### src/design/ssl_pkg.sv
// Shared constants and types for the sorted set lookup/remove block.
package ssl_pkg;

  localparam int SET_DEPTH  = 32;
  localparam int VALUE_BITS = 16;
  localparam int CNT_W      = $clog2(SET_DEPTH + 1);

  localparam logic REQ_LOAD  = 1'b0;
  localparam logic REQ_QUERY = 1'b1;

  localparam logic STATUS_OK   = 1'b0;
  localparam logic STATUS_FULL = 1'b1;

  typedef logic [VALUE_BITS-1:0] value_t;
  typedef logic [CNT_W-1:0]      count_t;

  // Broadcast to every cell in the chain.
  typedef struct packed {
    logic   load;
    logic   remove;
  } cell_cmd_t;

  // Per-cell compare flags against the broadcast value.
  typedef struct packed {
    logic le;
    logic lt;
    logic eq;
  } cell_flags_t;

endpackage

### src/design/ssl_if.sv
// Request and response channel interfaces.
interface ssl_req_if;
  logic        valid;
  logic        ready;
  logic        req_type;
  logic [15:0] value;
  logic [15:0] requester_tag;

  modport source (output valid, req_type, value, requester_tag, input ready);
  modport sink   (input valid, req_type, value, requester_tag, output ready);
endinterface

interface ssl_rsp_if;
  logic        valid;
  logic        ready;
  logic        hit;
  logic [5:0]  remaining;
  logic        status;
  logic [15:0] reply_tag;

  modport source (output valid, hit, remaining, status, reply_tag, input ready);
  modport sink   (input valid, hit, remaining, status, reply_tag, output ready);
endinterface

### src/design/ssl_cell.sv
// One slot of the sorted chain: holds a value, shifts up on insert, down on remove.
module ssl_cell
  import ssl_pkg::*;
(
  input  logic        clk,
  input  cell_cmd_t   cmd,
  input  value_t      key,
  input  logic        live,
  input  logic        left_le,
  input  value_t      left_data,
  input  value_t      right_data,
  output value_t      data,
  output cell_flags_t flags
);

  value_t data_next;

  always_comb begin
    flags.le = live && (data <= key);
    flags.lt = live && (data <  key);
    flags.eq = live && (data == key);
  end

  always_comb begin
    data_next = data;
    if (cmd.load) begin
      if (!flags.le) begin
        data_next = left_le ? key : left_data;
      end
    end else if (cmd.remove) begin
      if (!flags.lt) begin
        data_next = right_data;
      end
    end
  end

  always_ff @(posedge clk) begin
    data <= data_next;
  end

endmodule

### src/design/sorted_set_lookup_remove.sv
// Sorted multiset with insert and search-and-remove, built as a chain of cells.
// Response valid rises in the cycle after the request transaction.
// Throughput: 1 request per cycle while responses are taken; every cell compares and shifts in the same cycle.
// The response register frees whenever it is taken, so a new request enters alongside.
// Reset (synchronous, rst high) empties the set and drops any pending response.
// Slot contents are not cleared; slots at or above the fill count never affect a compare.
module sorted_set_lookup_remove
  import ssl_pkg::*;
(
  input  logic clk,
  input  logic rst,
  ssl_req_if.sink   req,
  ssl_rsp_if.source rsp
);

  count_t      count;
  count_t      count_next;
  value_t      data  [SET_DEPTH];
  cell_flags_t flags [SET_DEPTH];
  logic [SET_DEPTH-1:0] eq_vec;
  cell_cmd_t   cmd;
  value_t      key;
  logic        accept;
  logic        full;
  logic        hit;
  logic        out_valid;

  assign full   = (count == count_t'(SET_DEPTH));
  assign accept = req.valid && req.ready;
  assign req.ready = !out_valid || rsp.ready;

  always_comb begin
    for (int i = 0; i < SET_DEPTH; i++) begin
      eq_vec[i] = flags[i].eq;
    end
  end

  assign hit = |eq_vec;

  assign key        = req.value[VALUE_BITS-1:0];
  assign cmd.load   = accept && (req.req_type == REQ_LOAD) && !full;
  assign cmd.remove = accept && (req.req_type == REQ_QUERY) && hit;

  always_comb begin
    count_next = count;
    if (cmd.load) begin
      count_next = count + count_t'(1);
    end else if (cmd.remove) begin
      count_next = count - count_t'(1);
    end
  end

  for (genvar i = 0; i < SET_DEPTH; i++) begin : g_cell
    logic   live;
    logic   left_le;
    value_t left_data;
    value_t right_data;

    assign live = (count > count_t'(i));

    if (i == 0) begin : g_first
      assign left_le   = 1'b1;
      assign left_data = key;
    end else begin : g_mid
      assign left_le   = flags[i-1].le;
      assign left_data = data[i-1];
    end

    if (i == SET_DEPTH - 1) begin : g_last
      assign right_data = data[i];
    end else begin : g_inner
      assign right_data = data[i+1];
    end

    ssl_cell u_cell (
      .clk        (clk),
      .cmd        (cmd),
      .key        (key),
      .live       (live),
      .left_le    (left_le),
      .left_data  (left_data),
      .right_data (right_data),
      .data       (data[i]),
      .flags      (flags[i])
    );
  end

  always_ff @(posedge clk) begin
    if (rst) begin
      count     <= '0;
      out_valid <= 1'b0;
    end else begin
      count <= count_next;
      if (accept) begin
        out_valid <= 1'b1;
      end else if (rsp.ready) begin
        out_valid <= 1'b0;
      end
    end
  end

  always_ff @(posedge clk) begin
    if (accept) begin
      rsp.hit       <= (req.req_type == REQ_QUERY) && hit;
      rsp.remaining <= 6'(count_next);
      rsp.status    <= ((req.req_type == REQ_LOAD) && full) ? STATUS_FULL : STATUS_OK;
      rsp.reply_tag <= req.requester_tag;
    end
  end

  assign rsp.valid = out_valid;

  a_count_bound: assert property (@(posedge clk) disable iff (rst)
    count <= count_t'(SET_DEPTH))
    else $error("fill count above depth");

  a_remaining_tracks: assert property (@(posedge clk) disable iff (rst)
    out_valid |-> rsp.remaining == 6'(count))
    else $error("response count differs from fill count");

  a_hit_xor_status: assert property (@(posedge clk) disable iff (rst)
    out_valid |-> !(rsp.hit && rsp.status == STATUS_FULL))
    else $error("hit and full status together");

  a_reject_full: assert property (@(posedge clk) disable iff (rst)
    (out_valid && rsp.status == STATUS_FULL) |-> full)
    else $error("load rejected while not full");

  a_hit_shrinks: assert property (@(posedge clk) disable iff (rst)
    cmd.remove |=> count == $past(count) - count_t'(1))
    else $error("remove did not shrink set");

endmodule
### src/flat_wrapper.sv
// flat-port wrapper written by rule: the top's interface ports become plain ports
module sorted_set_lookup_remove_flat import ssl_pkg::*;
  (clk, rst, req_valid, req_req_type, req_value, req_requester_tag, req_ready, rsp_valid, rsp_hit, rsp_remaining, rsp_status, rsp_reply_tag, rsp_ready);
  ssl_req_if req_i ();
  ssl_rsp_if rsp_i ();
  input  logic clk;
  input  logic rst;
  input wire logic [$bits(req_i.valid)-1:0] req_valid;
  input wire logic [$bits(req_i.req_type)-1:0] req_req_type;
  input wire logic [$bits(req_i.value)-1:0] req_value;
  input wire logic [$bits(req_i.requester_tag)-1:0] req_requester_tag;
  output wire logic [$bits(req_i.ready)-1:0] req_ready;
  output wire logic [$bits(rsp_i.valid)-1:0] rsp_valid;
  output wire logic [$bits(rsp_i.hit)-1:0] rsp_hit;
  output wire logic [$bits(rsp_i.remaining)-1:0] rsp_remaining;
  output wire logic [$bits(rsp_i.status)-1:0] rsp_status;
  output wire logic [$bits(rsp_i.reply_tag)-1:0] rsp_reply_tag;
  input wire logic [$bits(rsp_i.ready)-1:0] rsp_ready;
  assign req_i.valid = req_valid;
  assign req_i.req_type = req_req_type;
  assign req_i.value = req_value;
  assign req_i.requester_tag = req_requester_tag;
  assign req_ready = req_i.ready;
  assign rsp_valid = rsp_i.valid;
  assign rsp_hit = rsp_i.hit;
  assign rsp_remaining = rsp_i.remaining;
  assign rsp_status = rsp_i.status;
  assign rsp_reply_tag = rsp_i.reply_tag;
  assign rsp_i.ready = rsp_ready;
  sorted_set_lookup_remove u_core (.clk(clk), .rst(rst), .req(req_i), .rsp(rsp_i));
endmodule
### config.mk
export PLATFORM = sky130hd
export DESIGN_NAME = sorted_set_lookup_remove_flat
export DESIGN_NICKNAME = d
export VERILOG_FILES = /design/src/design/ssl_pkg.sv /design/src/design/ssl_if.sv /design/src/design/ssl_cell.sv /design/src/design/sorted_set_lookup_remove.sv /design/src/flat_wrapper.sv
export SDC_FILE = /design/constraint.sdc
export NUM_CORES = 2
export LEC_CHECK = 0
export BUFFER_PORTS_ARGS = -buffer_cell sky130_fd_sc_hd__buf_2
export CORE_ASPECT_RATIO = 2
export CORE_UTILIZATION = 35
export DETAILED_ROUTE_END_ITERATION = 12
export GPL_ROUTABILITY_DRIVEN = 0
export HOLD_SLACK_MARGIN = 0.12
export SLEW_MARGIN = 30
export SYNTH_ARGS = -nofsm -noshare
export SYNTH_HDL_FRONTEND = slang
export SYNTH_SLANG_ARGS = --single-unit
### constraint.sdc
create_clock -name clk -period 6.3 [get_ports clk]
set_input_delay 0.945 -clock clk [delete_from_list [all_inputs] [get_ports clk]]
set_output_delay 0.945 -clock clk [all_outputs]
set_load 0.05 [all_outputs]
-- Yosys cells after proc, flatten, opt, wreduce, memory -nomap -nowiden
Cells that the tools add are included.
- input port bits: 37
- logic and storage cells: 532
- register bits: 543
- output and inout bits: 26
- muxes and demuxes: 160
- bitwise logic cells: 2
- $add $sub $neg: 2
- $lt $le $gt $ge: 95
- reductions and logical operators: 140
- eq/ne operators: 95
- operator list (operator ; number):
    $mux 16 ; 155
    $eq 16x16->1 ; 32
    $le 16x16->1 ; 32
    $lt 16x16->1 ; 31
    $ne 2x2->1 const B ; 62
    $logic_and 1x1->1 ; 102
    $gt 6x5->1 const B ; 16
    $reduce_and 3->1 ; 31
    $gt 6x4->1 const B ; 8
    $reduce_or 32->1 ; 1
    $gt 6x3->1 const B ; 4
    $gt 6x1->1 const B ; 2
    $gt 6x2->1 const B ; 2
    $mux 6 ; 2
    $add 6x1->6 const B ; 1
    $eq 6x6->1 const B ; 1
    $sub 6x1->6 const B ; 1
    $reduce_bool 2->1 ; 2
    $mux 1 ; 3
    $logic_not 1->1 ; 2
    $not 1->1 ; 2
    $reduce_and 2->1 ; 1
    $logic_or 1x1->1 ; 1

-- Longest topological paths before layout
- word-level depth: 7
- depth in mapped cells: 14

-- Modules after synthesis
A second synthesis with hierarchy kept.
- cells, all modules: 4357
- area total of the unflattened synthesis: 42203.0 sq um
- by module, submodules not included (module ; times used ; area each (sq um) ; cells an instance):
    ssl_cell ; 32 ; 1265.0 ; 131
    sorted_set_lookup_remove ; 1 ; 1724.2 ; 165

-- Least setup slack after synthesis
OpenSTA, ideal clock, no wires.
- kind: in2reg
- from: input req_value[14]
- to: register u_core.g_cell[0].u_cell.data[0] (enable)
- arrival: 4.810 ns
- path buffers: 3
- stages: 12
- setup slack: 1.076 ns
- data required time: 5.886 ns
- setup time: 0.414 ns
- cells stage by stage: inv_1 > ha_1 > nand3_2 > nor4_2 > or4b_1 > clkbuf_1 > nand4_1 > nor4_1 > a211o_1 > buf_2 > clkbuf_1 > a21boi_0
- word-level cells in the longest chain between the ends: 6
- elaborated cells between the ends (all ways): 74
- those cells by class: order compare: 2; eq/ne: 34; reduce/logical: 38
- RTL lines (item ; line ; text):
    start: declaration ; flat_wrapper.sv:10 ; input wire logic [$bits(req_i.value)-1:0] req_value;
    branches (longest 5 deep; another with $lt 16x16->1) ; - ;
    $reduce_and 3->1 (no line) (*) ; - ;
    end signal: assignment ; ssl_cell.sv:38 ; data <= data_next;
    end: declaration ; ssl_cell.sv:12 ; output value_t data,
Mark *: on every way between the ends.
A chain may end at the register's enable or synchronous reset.

-- Final worst setup path
- from: register u_core.count[1]
- to: register u_core.g_cell[16].u_cell.data[0] (enable)
- word-level cells in the longest chain between the ends: 6
- elaborated cells between the ends (all ways): 75
- those cells by class: order compare: 32; eq/ne: 3; reduce/logical: 40
- RTL lines (item ; line ; text):
    start: declaration ; sorted_set_lookup_remove.sv:16 ; count_t count;
    start signal: assignment ; sorted_set_lookup_remove.sv:93 ; count <= count_next;
    $gt 6x1->1 (tied with other cells) ; sorted_set_lookup_remove.sv:59 ; assign live = (count > count_t'(i));
    $logic_and 1x1->1 ; ssl_cell.sv:21 ; flags.eq = live && (data == key);
    $reduce_or 32->1 ; sorted_set_lookup_remove.sv:38 ; assign hit = |eq_vec;
    $logic_and 1x1->1 ; sorted_set_lookup_remove.sv:42 ; assign cmd.remove = accept && (req.req_type == REQ_QUERY) && hit;
    $reduce_bool 2->1 (no line) ; - ;
    $reduce_and 3->1 (no line) (*) ; - ;
    end signal: assignment ; ssl_cell.sv:38 ;
    end: declaration ; ssl_cell.sv:12 ;
Mark *: on every way between the ends. The rest lies on a longest branch, timed or not.

==> metrics.md <==
| Metric | Value |
|---|---|
| Final wirelength | 152 mm |
| Row cnt | roughly 170 |
| FF-to-FF path depth | 10 |
| DP Cell Count | around 5300 |
| Final period utilization | 84.1% |
| Utilization after layout | 39.0% |
| Pwr Total | about 9.7 mW |
| Worst-Skew Late Latency | approximately 0.68 ns |
| Top FF cell, synth | edfxtp_1 |
| Crit Reg-Reg Startpoint | u_core.count[1] |
| Commonest cells after routing, fill and taps aside | edfxtp_1, nand2_1, ha_1 |
| Routed wire length per instance | about 28 um |
| Hold Startpoint | req_requester_tag[2] |
| Reg2reg setup slack | around 1 ns |
| Via count | around 32000 |
| Num Clock Sinks | ~540 |
| Die Wd | 238 um |
| Final Non-Filler Cells | around 5400 |
| Io pins | 63 |
| Ys Warns | 0 |
| Syn Area/Cell | about 10 sq um |
| EDFF count, synth | ~540 |
| Synth Cell Area | between 30000 and 40000 sq um |
| Hold Slack | around 0.45 ns |
| Cell internal pwr | slightly below 7 mW |
| CP Launch Type | register |
| Initial antenna violation count | 6 |
| Post-Synthesis Cells | 3857 |
| Fin. Hold Viols | 0 |
| Hold WC Path Type | in -> reg |
| PostCTS Resize Cnt | 0 |
| Worst rel slew slack | 27.7% |
| MaxCap Viol Count | 0 |
| Antenna-violating nets left | 0 |
| Critical path type | reg -> reg |
| # port buffers | 62 |
| Min cycle time layout | 5.30 ns |
| Reg-to-Reg End | u_core.g_cell[16].u_cell.data[0] |
| Worst-path clk slew | around 0.070 ns |
| Layout cells sized above 1 | a little over 8% |
| Peak VDD IR | a little under 0.2 mV |
| H-tree depth | 2 |
| First-pass GRT wire length | approximately 220 mm |
| Most common cell after layout, fill and taps aside | edfxtp_1 |
| Hold_buf cts | 0 |
| Num CTS Buffers | 54 |
| Worst slew pin tran | approximately 1.1 ns |
| P_sw | 2.86 mW |
| Setup Buffers After CTS | 0 |
| Vias in the first global route | 32500 |
| Synth top area cells | edfxtp_1, ha_1, mux2i_1 |
| Hold endpoint | u_core.rsp.reply_tag[2] |
| Starting Density | between 30% and 40% |
| CTS Buffer Depth | 3 |
| Seq/Total Area, Yosys | 41.5% |
| Finish-stage setup viols | 0 |
| Hpwl dp | ~110 mm |
| P_leak | roughly 18 nW |
| DR vias/cell | 5.91 |
| CP required | roughly 6.7 ns |
| Largest net degree at the start of global routing | ~220 |
| Fmax achieved | about 190 MHz |
| Ys async rst share | 0% |
| Die area | around 110000 sq um |
| Outcome | completed |
| Yosys reg bits | 543 |
| Gr usage total | 26.5% |
| First drt pass iteration count | 6 |
| Hold Path Depth | 1 |
| Syn nets | approximately 4400 |
| Sw frac | between 20% and 30% |
| Setup WS pre-CTS | ~0.6 ns |
| Worst Setup End Kind | register |
| Clock Skews | approximately 0.025 ns |
| Final Slew Violations | 0 |
| CTS root buf | clkbuf_16 |
| Design area | 43300 sq um |
| Reg power frac | a little under half |
| Setup TNS | 0 ns |
| Die Ht | around 470 um |
| Clock Power Share | a little under two fifths |
| CP arrival | around 5.7 ns |
| Cell Area, Placed | between 40000 and 50000 sq um |
| RSZ-0062 raised after global routing | no |
| Worst setup margin | between 1 and 1.5 ns |
| Comb pwr share | between 15 and 20% |
| Crit-path max FO | 24 |
| GR Overflow Total | 0 |
| Area share of the largest cell type after synthesis | about two fifths |
| CTS tree | yes |
| Power density over cell area | 224 nW/um^2 |
| Net total in the final layout | approximately 4400 |
| Detailed Route Iter0 Violations | 2409 |
| Unique cell type count in the Yosys netlist | 70 |
| Post-synth top area cell | edfxtp_1 |
| Total core area | approximately 110000 sq um |
| DRC | 0 |
| Area Growth Syn to Fin | 10.7% |
synth_stat cells (all sizes together), types with 5 or more instances:
library cell	instances
a2111oi	5
a211oi	18
a21boi	19
a21o	94
a21oi	246
a31oi	5
and2	5
and3	6
and4	6
buf	76
clkbuf	144
dfxtp	7
edfxtp	536
ha	518
inv	82
mux2	16
mux2i	452
nand2	534
nand2b	18
nand3	43
nand4	103
nor2	156
nor2b	62
nor3	19
nor4	14
o2111ai	6
o211ai	22
o21a	38
o21ai	510
o221ai	10
o311ai	8
o31ai	8
or2	8
or3	8
or4	8
registers in the layout, summed over array words and instances (netlist names):
signal / flops
u_core.rsp.status: 1
u_core.g_cell.u_cell.data: 512
u_core.rsp.valid: 1
u_core.rsp.reply_tag: 16
u_core.rsp.remaining: 6
u_core.rsp.hit: 1
u_core.count: 6
critical path, stage by stage (launching register included):
cell and delay, ns:
dfxtp_1 0.44, inv_1 0.19, ha_1 0.28, or2_0 0.65, a21oi_1 0.39, o211ai_1 0.77
nand4_1 0.22, nor4_1 0.61, a211o_2 0.76, a21oi_1 0.38, buf_4 0.31
final cells by class:
| class | instances | area [sq um] |
|---|---|---|
| Clock buffer | 62 | 1450 |
| Tap cell | 1487 | 1860 |
| Fill cell | 10900 | 67700 |
| Multi-Input combinational cell | 3012 | 21800 |
| Sequential cell | 543 | 16200 |
| Timing Repair Buffer | 161 | 1220 |
| Clock inverter | 39 | 458 |
| Antenna cell | 2 | 5.00 |
| Inverter | 82 | 310 |
kinds of logic (layout without fill, tap and decap cells):
logic type	Yosys count	after routing	synth area share, %
multiplexers	468	468	12.0
flip-flops	543	543	41.5
other	0	2	0
XOR/XNOR	4	4	0.0896
buffers and inverters	302	344	3.16
adder cells (fa/ha/maj)	518	518	16.6
AO/OA/AOI/OAI	1027	1027	15.1
AND/OR/NAND/NOR	995	995	11.5
routing by layer:
layer | GRT usage (%) | wire length, um | up-vias
li1 | - | - | 14500
met1 | 25.8 | 50600 | 15300
met2 | 47.8 | 77000 | 1342
met3 | 3.61 | 7250 | 673
met4 | 25.3 | 16700 | 6
met5 | 0 | 39 | -
worst max path at each step:
stage / start / endpoint / slack (ns) / depth (start not counted)
after floorplan: req_value[14] / u_core.g_cell[0].u_cell.data[0] / 1.08 / 12
after global placement: req_value[6] / u_core.g_cell[16].u_cell.data[0] / 0.57 / 11
after detailed placement: req_value[3] / u_core.g_cell[16].u_cell.data[0] / 0.58 / 11
after CTS: u_core.count[1] / u_core.g_cell[16].u_cell.data[12] / 1.12 / 10
after global routing: u_core.count[1] / u_core.g_cell[26].u_cell.data[7] / 0.97 / 10
final: u_core.count[1] / u_core.g_cell[16].u_cell.data[0] / 1.00 / 10
power by group through the flow:
stage / combinational [mW] / clock [mW] / sequential, mW
floorplan: 0.986 / 0 / 4.44
global placement: 1.50 / 0 / 4.55
detailed placement: 1.54 / 0 / 4.55
CTS: 1.54 / 3.67 / 4.47
global route: 1.74 / 3.79 / 4.49
finish: 1.57 / 3.64 / 4.48
Note: power is estimated with default switching activity, not from simulation.
